## src/sust_pkg.sv

```systemverilog
// ----------------------------------------------------------------------------
// sust_pkg: shared types and constants of the sorted score table
// Transaction structs, operation and status codes, controller states and the
// command and status groups between controller and datapath.
// ----------------------------------------------------------------------------
package sust_pkg;

    localparam int CAPACITY   = 16;
    localparam int SCORE_BITS = 16;
    // address of one entry, and a count or walk index that can reach CAPACITY
    localparam int AW = (CAPACITY > 1) ? $clog2(CAPACITY) : 1;
    localparam int CW = $clog2(CAPACITY + 1);

    typedef enum logic [1:0] {
        OP_INSERT = 2'd0,
        OP_REMOVE = 2'd1,
        OP_READ   = 2'd2,
        OP_POP    = 2'd3
    } t_op;

    typedef enum logic [3:0] {
        ST_INSERTED  = 4'd0,
        ST_DUPLICATE = 4'd1,
        ST_EVICTED   = 4'd2,
        ST_DROPPED   = 4'd3,
        ST_REMOVED   = 4'd4,
        ST_NOTFOUND  = 4'd5,
        ST_READ      = 4'd6,
        ST_BADRANK   = 4'd7,
        ST_POPPED    = 4'd8,
        ST_EMPTY     = 4'd9
    } t_status;

    typedef struct packed {
        t_op         operation;
        logic [15:0] score_value;
        logic [3:0]  rank;
    } t_in;

    typedef struct packed {
        t_status     status;
        logic [15:0] result_value;
        logic [4:0]  entry_count;
        logic        is_empty;
    } t_out;

    typedef enum logic [2:0] {
        S_IDLE,
        S_INS_FIND,
        S_INS_SHIFT,
        S_REM_FIND,
        S_REM_SHIFT,
        S_POP,
        S_READ
    } t_state;

    typedef enum logic [1:0] {
        WD_SCORE,
        WD_CARRY,
        WD_RDATA
    } t_wsel;

    typedef enum logic [1:0] {
        VS_ZERO,
        VS_RDATA,
        VS_CARRY
    } t_vsel;

    typedef struct packed {
        logic    accept;
        logic    idx_inc;
        logic    wr_en;
        logic    wr_prev;
        t_wsel   wsel;
        logic    carry_load;
        logic    cnt_inc;
        logic    cnt_dec;
        logic    finish;
        t_status status;
        t_vsel   vsel;
    } t_dp_cmd;

    typedef struct packed {
        logic at_end;
        logic gt;
        logic eq;
        logic full;
        logic empty;
        logic rank_ok;
    } t_dp_stat;

endpackage

```

## src/sust_ctrl.sv

```systemverilog
// ----------------------------------------------------------------------------
// sust_ctrl: operation sequencer
// Walks the table one entry per cycle and tells the datapath what to move,
// when to finish and with which status.
// ----------------------------------------------------------------------------
module sust_ctrl (
    input  logic              i_clk,
    input  logic              i_rst_n,
    input  logic              i_start,
    input  sust_pkg::t_op     i_op,
    input  sust_pkg::t_dp_stat i_stat,
    output sust_pkg::t_dp_cmd o_cmd,
    output logic              o_busy
);
    import sust_pkg::*;

    t_state r_state, n_state;
    t_op    r_op, n_op;

    always_ff @(posedge i_clk) begin
        if (!i_rst_n) begin
            r_state <= S_IDLE;
            r_op    <= OP_INSERT;
        end else begin
            r_state <= n_state;
            r_op    <= n_op;
        end
    end

    always_comb begin
        n_state = r_state;
        n_op    = r_op;
        o_cmd   = '{accept: 1'b0, idx_inc: 1'b0, wr_en: 1'b0, wr_prev: 1'b0,
                    wsel: WD_SCORE, carry_load: 1'b0, cnt_inc: 1'b0,
                    cnt_dec: 1'b0, finish: 1'b0, status: ST_INSERTED,
                    vsel: VS_ZERO};
        case (r_state)
            S_IDLE: begin
                if (i_start) begin
                    o_cmd.accept = 1'b1;
                    n_op         = i_op;
                    case (i_op)
                        OP_INSERT: n_state = S_INS_FIND;
                        OP_REMOVE: n_state = S_REM_FIND;
                        OP_READ:   n_state = S_READ;
                        OP_POP:    n_state = S_POP;
                        default:   n_state = S_IDLE;
                    endcase
                end
            end
            S_INS_FIND: begin
                if (i_stat.at_end) begin
                    o_cmd.finish = 1'b1;
                    n_state      = S_IDLE;
                    if (i_stat.full) begin
                        o_cmd.status = ST_DROPPED;
                    end else begin
                        o_cmd.wr_en   = 1'b1;
                        o_cmd.cnt_inc = 1'b1;
                        o_cmd.status  = ST_INSERTED;
                    end
                end else if (i_stat.gt) begin
                    o_cmd.idx_inc = 1'b1;
                end else if (i_stat.eq) begin
                    o_cmd.finish = 1'b1;
                    o_cmd.status = ST_DUPLICATE;
                    n_state      = S_IDLE;
                end else begin
                    // new score goes here, the old entry rides down in carry
                    o_cmd.wr_en      = 1'b1;
                    o_cmd.carry_load = 1'b1;
                    o_cmd.idx_inc    = 1'b1;
                    n_state          = S_INS_SHIFT;
                end
            end
            S_INS_SHIFT: begin
                if (i_stat.at_end) begin
                    o_cmd.finish = 1'b1;
                    n_state      = S_IDLE;
                    if (i_stat.full) begin
                        o_cmd.status = ST_EVICTED;
                        o_cmd.vsel   = VS_CARRY;
                    end else begin
                        o_cmd.wr_en   = 1'b1;
                        o_cmd.wsel    = WD_CARRY;
                        o_cmd.cnt_inc = 1'b1;
                        o_cmd.status  = ST_INSERTED;
                    end
                end else begin
                    o_cmd.wr_en      = 1'b1;
                    o_cmd.wsel       = WD_CARRY;
                    o_cmd.carry_load = 1'b1;
                    o_cmd.idx_inc    = 1'b1;
                end
            end
            S_REM_FIND: begin
                if (i_stat.at_end || (!i_stat.gt && !i_stat.eq)) begin
                    o_cmd.finish = 1'b1;
                    o_cmd.status = ST_NOTFOUND;
                    n_state      = S_IDLE;
                end else if (i_stat.eq) begin
                    o_cmd.idx_inc = 1'b1;
                    n_state       = S_REM_SHIFT;
                end else begin
                    o_cmd.idx_inc = 1'b1;
                end
            end
            S_POP: begin
                if (i_stat.empty) begin
                    o_cmd.finish = 1'b1;
                    o_cmd.status = ST_EMPTY;
                    n_state      = S_IDLE;
                end else begin
                    o_cmd.carry_load = 1'b1;
                    o_cmd.idx_inc    = 1'b1;
                    n_state          = S_REM_SHIFT;
                end
            end
            S_REM_SHIFT: begin
                if (i_stat.at_end) begin
                    o_cmd.finish  = 1'b1;
                    o_cmd.cnt_dec = 1'b1;
                    n_state       = S_IDLE;
                    if (r_op == OP_POP) begin
                        o_cmd.status = ST_POPPED;
                        o_cmd.vsel   = VS_CARRY;
                    end else begin
                        o_cmd.status = ST_REMOVED;
                    end
                end else begin
                    // close the gap: entry moves up one rank
                    o_cmd.wr_en   = 1'b1;
                    o_cmd.wr_prev = 1'b1;
                    o_cmd.wsel    = WD_RDATA;
                    o_cmd.idx_inc = 1'b1;
                end
            end
            S_READ: begin
                o_cmd.finish = 1'b1;
                n_state      = S_IDLE;
                if (i_stat.rank_ok) begin
                    o_cmd.status = ST_READ;
                    o_cmd.vsel   = VS_RDATA;
                end else begin
                    o_cmd.status = ST_BADRANK;
                end
            end
            default: begin
                n_state = S_IDLE;
            end
        endcase
    end

    assign o_busy = (r_state != S_IDLE);

endmodule

```

## src/sust_dp.sv

```systemverilog
// ----------------------------------------------------------------------------
// sust_dp: score table datapath
// Score memory with registered read, walk index, carry register, entry count
// and the result register.
// ----------------------------------------------------------------------------
module sust_dp (
    input  logic               i_clk,
    input  logic               i_rst_n,
    input  sust_pkg::t_in      i_cmd_in,
    input  sust_pkg::t_dp_cmd  i_cmd,
    output sust_pkg::t_dp_stat o_stat,
    output logic               o_valid,
    output sust_pkg::t_out     o_result
);
    import sust_pkg::*;

    logic [SCORE_BITS-1:0] mem [CAPACITY];

    logic [SCORE_BITS-1:0] r_score, r_carry, r_rdata;
    logic [CW-1:0]         r_idx, n_idx;
    logic [CW-1:0]         r_count, n_count;
    logic                  r_rank_ok;
    logic                  r_valid;
    t_out                  r_result;

    logic [CW-1:0]         wr_idx;
    logic [AW-1:0]         wr_addr, rd_addr;
    logic [SCORE_BITS-1:0] wdata, value;

    // read address runs one step ahead so r_rdata holds the entry at r_idx
    always_comb begin
        n_idx = r_idx;
        if (i_cmd.accept) begin
            if (i_cmd_in.operation == OP_READ) begin
                n_idx = CW'(i_cmd_in.rank);
            end else begin
                n_idx = '0;
            end
        end else if (i_cmd.idx_inc) begin
            n_idx = r_idx + CW'(1);
        end
    end

    assign rd_addr = n_idx[AW-1:0];
    assign wr_idx  = i_cmd.wr_prev ? (r_idx - CW'(1)) : r_idx;
    assign wr_addr = wr_idx[AW-1:0];

    always_comb begin
        case (i_cmd.wsel)
            WD_SCORE: wdata = r_score;
            WD_CARRY: wdata = r_carry;
            WD_RDATA: wdata = r_rdata;
            default:  wdata = r_score;
        endcase
    end

    always_ff @(posedge i_clk) begin
        if (i_cmd.wr_en) begin
            mem[wr_addr] <= wdata;
        end
        r_rdata <= mem[rd_addr];
    end

    always_comb begin
        n_count = r_count;
        if (i_cmd.cnt_inc) begin
            n_count = r_count + CW'(1);
        end else if (i_cmd.cnt_dec) begin
            n_count = r_count - CW'(1);
        end
    end

    always_comb begin
        case (i_cmd.vsel)
            VS_ZERO:  value = '0;
            VS_RDATA: value = r_rdata;
            VS_CARRY: value = r_carry;
            default:  value = '0;
        endcase
    end

    always_ff @(posedge i_clk) begin
        if (!i_rst_n) begin
            r_idx   <= '0;
            r_count <= '0;
            r_valid <= 1'b0;
        end else begin
            r_idx   <= n_idx;
            r_count <= n_count;
            r_valid <= i_cmd.finish;
        end
    end

    always_ff @(posedge i_clk) begin
        if (i_cmd.accept) begin
            r_score   <= SCORE_BITS'(i_cmd_in.score_value);
            r_rank_ok <= (32'(i_cmd_in.rank) < 32'(r_count));
        end
        if (i_cmd.carry_load) begin
            r_carry <= r_rdata;
        end
        if (i_cmd.finish) begin
            r_result.status       <= i_cmd.status;
            r_result.result_value <= 16'(value);
            r_result.entry_count  <= 5'(n_count);
            r_result.is_empty     <= (n_count == '0);
        end
    end

    assign o_stat.at_end  = (r_idx == r_count);
    assign o_stat.gt      = (r_rdata > r_score);
    assign o_stat.eq      = (r_rdata == r_score);
    assign o_stat.full    = (r_count == CW'(CAPACITY));
    assign o_stat.empty   = (r_count == '0);
    assign o_stat.rank_ok = r_rank_ok;

    assign o_valid  = r_valid;
    assign o_result = r_result;

endmodule

```

## src/sorted_unique_score_table.sv

```systemverilog
// ----------------------------------------------------------------------------
// sorted_unique_score_table: bounded table of distinct scores, highest first
// Insert, remove, read at rank and pop over a score memory with separate write and read ports.
// ----------------------------------------------------------------------------
// One transaction at a time: raise start while busy is low and the command is
// taken at that edge. The table is walked one entry per clock through a memory
// with one write and one registered read port; insert, remove and pop walk the
// stored entries, and a read looks up one rank. o_valid is high for exactly
// one cycle with the result on o_result and cannot be held off; busy is
// already low in that cycle, so the next command may be issued then. Table
// state after reset is empty.
module sorted_unique_score_table (
    input  logic           i_clk,
    input  logic           i_rst_n,
    input  logic           start,
    output logic           busy,
    input  sust_pkg::t_in  i_cmd,
    output logic           o_valid,
    output sust_pkg::t_out o_result
);
    import sust_pkg::*;

    t_dp_cmd  dp_cmd;
    t_dp_stat dp_stat;

    sust_ctrl u_ctrl (
        .i_clk   (i_clk),
        .i_rst_n (i_rst_n),
        .i_start (start),
        .i_op    (i_cmd.operation),
        .i_stat  (dp_stat),
        .o_cmd   (dp_cmd),
        .o_busy  (busy)
    );

    sust_dp u_dp (
        .i_clk    (i_clk),
        .i_rst_n  (i_rst_n),
        .i_cmd_in (i_cmd),
        .i_cmd    (dp_cmd),
        .o_stat   (dp_stat),
        .o_valid  (o_valid),
        .o_result (o_result)
    );

endmodule

```

## config.mk

```make
export PLATFORM = sky130hd
export DESIGN_NAME = sorted_unique_score_table
export DESIGN_NICKNAME = d
export VERILOG_FILES = /design/src/sust_pkg.sv /design/src/sust_ctrl.sv /design/src/sust_dp.sv /design/src/sorted_unique_score_table.sv
export SDC_FILE = /design/constraint.sdc
export NUM_CORES = 1
export LEC_CHECK = 0
export ABC_AREA = 0
export BUFFER_PORTS_ARGS = -buffer_cell sky130_fd_sc_hd__buf_2
export CAP_MARGIN = 5
export CORE_ASPECT_RATIO = 1.25
export CORE_MARGIN = 2
export CORE_UTILIZATION = 62
export CTS_CLUSTER_SIZE = 28
export DETAILED_ROUTE_END_ITERATION = 10
export GPL_TIMING_DRIVEN = 0
export PLACE_DENSITY = 0.85
export SLEW_MARGIN = 20
export SYNTH_ARGS = -nofsm -noshare
export SYNTH_HDL_FRONTEND = slang
export SYNTH_SLANG_ARGS = --single-unit
```

## constraint.sdc

```tcl
create_clock -name i_clk -period 4.25 [get_ports i_clk]
set_input_delay 0.6375 -clock i_clk [delete_from_list [all_inputs] [get_ports i_clk]]
set_output_delay 0.6375 -clock i_clk [all_outputs]
set_load 0.01 [all_outputs]
```

==> impl_metrics.ini <==
[setup_path]
critPathLaunchType = flop
worstSetupStartpoint = u_dp.r_score[14]
worst-path-max-fanout = 10
crit_required_ps = 4700
critPathArrivalTime_ps = 4730
timing.critical_path.to_type = flop
type_of_the_worst_setup_path = reg -> reg
regToRegStartpoint = u_dp.r_score[14]

[global_route]
number_of_global_route_vias_before_repair = 9357
grt.total_usage_pct = 30.0
grt_antenna_before_repair = 0
wire_length_of_the_first_global_routing_pass_mm = 55.1
pin_count_of_the_biggest_net_entering_global_routing = 27
final_global_route_overflow_total = 0

[layout]
layout_cell_share_with_drive_strength_beyond_1_pct = 22.8
diodes_inserted = 0
final_nets = 1155
area_delta_synth_final_pct = 16.0
fillCellCount = 1359

[sta]
tightestPinTransition_ps = 1080
skew_ps = 23.7
holdWs_ps = 295
fmax_mhz = 233
finalCritPeriodShare_pct = 101
number_of_failing_hold_endpoints_at_the_final_stage = 0
fin_crit_ps = 4280
setup_ws_ps = -33.0
maxSlewViolCount = 0
slew-limit-headroom_pct = 28.0
unrepaired_setup_endpoints_after_global_routing = yes
setup_viol = 1

[synthesis]
synth-async-reset-ratio_pct = 0
synth_nets = 1040
synth_area_mm2 = 0.0147
synth_top_flop_cell = sky130_fd_sc_hd__edfxtp_1
ys_seq_area_share_pct = 68.6
netlist.area_leader.share_pct = 64.2
synth-edff-count = 315
yosysWarningCount = 0
synth.area.top_cells = sky130_fd_sc_hd__edfxtp_1, sky130_fd_sc_hd__mux4_2, sky130_fd_sc_hd__dfxtp_1, sky130_fd_sc_hd__ha_1, sky130_fd_sc_hd__mux2i_1
netlist.top_cell.by_area = sky130_fd_sc_hd__edfxtp_1
syn_avg_cell_area_um2 = 15.0
synth.lib_cells_used.distinct = 64
postSynthRegisterBits = 347
synthesis.instances = 984

[drt]
detail_route.drc_violations = 0
detail_route.first_pass.iterations = 5
wl_per_cell_um = 26.1
ant_nets = 0
dr.first_iter.drc_count = 1014
routed_wl_mm = 36.8
routed_vias_inst = 6.64
vias = 9369

[place]
last_weighted_congestion_value_of_the_routability_driven_placer = 0.966
hpwl_mm = 24.0
port_buffers = 52
dp_worst_setup_slack_ps = -682

[cts]
clk_transition_reported_paths_ps = 70
clockRootBuffer = sky130_fd_sc_hd__clkbuf_16
htreeDepth = 2
insertion_delay_ps = 520
clock-sinks = 347
cts_buf_count = 34
tritoncts_clock_tree = yes
clock_tree.buffer_depth = 3
cts.hold.buffers_added = 0

[pwr]
finalPower_mw = 14.4
p_sw_mw = 5.45
clkPwrFrac_pct = 21.5
netSwitchingFraction_pct = 38.0
intPower_mw = 8.91
vdd.ir_drop.worst_mv = 0.435
sequential_fraction_of_design_power_pct = 36.5
combPwrFrac_pct = 42.0
cellPowerDensity_mw_per_mm2 = 840
static-leakage-power_nw = 5.75

[worst_hold_path]
hold_path.class = in -> reg
hold_path_startpoint = i_cmd[15]

[die]
dieHeight_um = 176
chipWidth_um = 142
start_util_pct = 62.5
coreArea_mm2 = 0.0236
floorplan.die_area_mm2 = 0.0250
ios = 53
rows = 63

[job]
maxcap_violations = 0

[outcome]
status = complete, but fails checks
failed_checks = setup timing
## critical path: stages, from the launching register on
cell                       delay, ps
sky130_fd_sc_hd__edfxtp_1        330
sky130_fd_sc_hd__inv_1           100
sky130_fd_sc_hd__ha_1            360
sky130_fd_sc_hd__nand4_1         110
sky130_fd_sc_hd__buf_4           190
sky130_fd_sc_hd__nor4_4          360
sky130_fd_sc_hd__a211oi_1        120
sky130_fd_sc_hd__nor2_2          200
sky130_fd_sc_hd__a21boi_4        240
sky130_fd_sc_hd__and2_0          150
sky130_fd_sc_hd__buf_2           170
sky130_fd_sc_hd__a311o_1         330
sky130_fd_sc_hd__buf_4           300
sky130_fd_sc_hd__buf_4           230
sky130_fd_sc_hd__nor2_1           60
sky130_fd_sc_hd__o311ai_0        670
sky130_fd_sc_hd__a311o_1         300
## power by group through the flow
| stage | logic (mW) | clock network [mW] | registers, mW |
|---|---|---|---|
| 3_5_place_dp | 5.40 | 0 | 5.29 |
| 3_3_place_gp | 4.98 | 0 | 5.32 |
| 5_1_grt | 6.33 | 3.22 | 5.28 |
| 4_1_cts | 5.70 | 3.10 | 5.22 |
| 6_report | 6.03 | 3.09 | 5.24 |
| 2_1_floorplan | 3.22 | 0 | 5.31 |
## cell usage after synthesis, types with 3 or more instances
cell type	count
sky130_fd_sc_hd__a21oi_1	41
sky130_fd_sc_hd__a221oi_1	15
sky130_fd_sc_hd__a22oi_1	33
sky130_fd_sc_hd__a311o_1	17
sky130_fd_sc_hd__a31oi_1	8
sky130_fd_sc_hd__and2_1	12
sky130_fd_sc_hd__and3_1	5
sky130_fd_sc_hd__buf_1	3
sky130_fd_sc_hd__buf_2	14
sky130_fd_sc_hd__buf_4	3
sky130_fd_sc_hd__buf_6	3
sky130_fd_sc_hd__clkbuf_1	33
sky130_fd_sc_hd__dfxtp_1	32
sky130_fd_sc_hd__edfxtp_1	315
sky130_fd_sc_hd__ha_1	31
sky130_fd_sc_hd__inv_1	34
sky130_fd_sc_hd__mux2_2	16
sky130_fd_sc_hd__mux2i_1	36
sky130_fd_sc_hd__mux4_2	32
sky130_fd_sc_hd__nand2_1	56
sky130_fd_sc_hd__nand2b_1	7
sky130_fd_sc_hd__nand3_1	6
sky130_fd_sc_hd__nand4_1	6
sky130_fd_sc_hd__nor2_1	78
sky130_fd_sc_hd__nor2b_1	39
sky130_fd_sc_hd__nor3_1	16
sky130_fd_sc_hd__nor4_1	5
sky130_fd_sc_hd__o211ai_1	3
sky130_fd_sc_hd__o21ai_0	12
sky130_fd_sc_hd__o22ai_1	4
sky130_fd_sc_hd__o311ai_0	17
sky130_fd_sc_hd__xnor2_1	4
sky130_fd_sc_hd__xor2_1	8
## per-stage QoR
step                std cells  util, %  TNS (ps)  instance area (um^2)
finish                   1412     72.5     -33.0                 17100
global route             1412     72.5     -1160                 17100
CTS                      1405     71.8         0                 16900
detailed placement       1347     66.4     -6380                 15700
global placement         1328     65.1    -60140                 15400
floorplan                 984        -         0                 14700
## metal layers
metal | share of wire [%] | GRT usage [%] | vias up
met5 | 0 | 0 | -
met4 | 7.5 | 18.3 | 0
met3 | 8.4 | 5.15 | 154
met2 | 49 | 50.1 | 601
met1 | 35 | 36.8 | 4575
li1 | - | - | 4039
## what timing repair did
item | in CTS | in global routing
gates cloned | 0 | 0
endpoints found under the setup margin | 32 | 111
pin swaps | 1 | 7
buffers inserted | 1 | 7
gates resized for setup | 25 | 26
## placed cells by master, fill, tap and decap left out, types with 7 or more instances in the layout
| cell | Yosys | routed |
|---|---|---|
| sky130_fd_sc_hd__a21oi_1 | 41 | 26 |
| sky130_fd_sc_hd__a21oi_2 | 0 | 10 |
| sky130_fd_sc_hd__a221oi_1 | 15 | 15 |
| sky130_fd_sc_hd__a22oi_1 | 33 | 33 |
| sky130_fd_sc_hd__a311o_1 | 17 | 17 |
| sky130_fd_sc_hd__a31oi_1 | 8 | 8 |
| sky130_fd_sc_hd__and2_1 | 12 | 12 |
| sky130_fd_sc_hd__buf_2 | 14 | 64 |
| sky130_fd_sc_hd__buf_4 | 3 | 18 |
| sky130_fd_sc_hd__buf_6 | 3 | 13 |
| sky130_fd_sc_hd__clkbuf_1 | 33 | 32 |
| sky130_fd_sc_hd__clkbuf_16 | 0 | 34 |
| sky130_fd_sc_hd__dfxtp_1 | 32 | 32 |
| sky130_fd_sc_hd__edfxtp_1 | 315 | 315 |
| sky130_fd_sc_hd__ha_1 | 31 | 31 |
| sky130_fd_sc_hd__inv_1 | 34 | 34 |
| sky130_fd_sc_hd__mux2_2 | 16 | 16 |
| sky130_fd_sc_hd__mux2i_1 | 36 | 36 |
| sky130_fd_sc_hd__mux4_2 | 32 | 32 |
| sky130_fd_sc_hd__nand2_1 | 56 | 56 |
| sky130_fd_sc_hd__nand2b_1 | 7 | 7 |
| sky130_fd_sc_hd__nor2_1 | 78 | 65 |
| sky130_fd_sc_hd__nor2_2 | 2 | 14 |
| sky130_fd_sc_hd__nor2b_1 | 39 | 39 |
| sky130_fd_sc_hd__nor3_1 | 16 | 12 |
| sky130_fd_sc_hd__o21ai_0 | 12 | 10 |
| sky130_fd_sc_hd__xor2_1 | 8 | 8 |
## sequential cells by signal (all words and copies together), names as in the netlist
name            cells
u_dp.mem          256
u_dp.o_result      26
u_dp.r_carry       16
u_dp.r_rdata       16
u_dp.r_score       16
u_dp.r_count        5
u_dp.r_idx          5
u_ctrl.r_state      3
u_ctrl.r_op         2
u_dp.o_valid        1
u_dp.r_rank_ok      1
## cell type report
cell class              count  area [um^2]  area share, %
flip-flops and latches    347        10100           59.1
multi-input cells         547         4560           26.7
clock buffers              37          862           5.05
repair buffers             79          512           3.00
well taps                 292          365           2.14
plain buffers              56          290           1.70
clock inverters            20          273           1.60
inverters                  34          128          0.747
## kinds of logic after synthesis
logic type | synth area share, %
buf+inv | 2.64
compound gates | 8.70
xor+xnor | 0.714
fa+ha+maj | 2.70
simple gates | 8.09
mux | 8.56
flops | 68.6
## path summary, 6_finish.rpt
kind	end	slack, ps	cells past startpoint
setup reg to reg	u_dp.r_rdata[0]	-30	16
hold / removal	u_dp.r_score[11]	290	1
hold reg to reg	u_ctrl.r_op[1]	520	2
setup / recovery	u_dp.r_rdata[0]	-30	16
No activity file was read; power rests on OpenSTA's default activity.
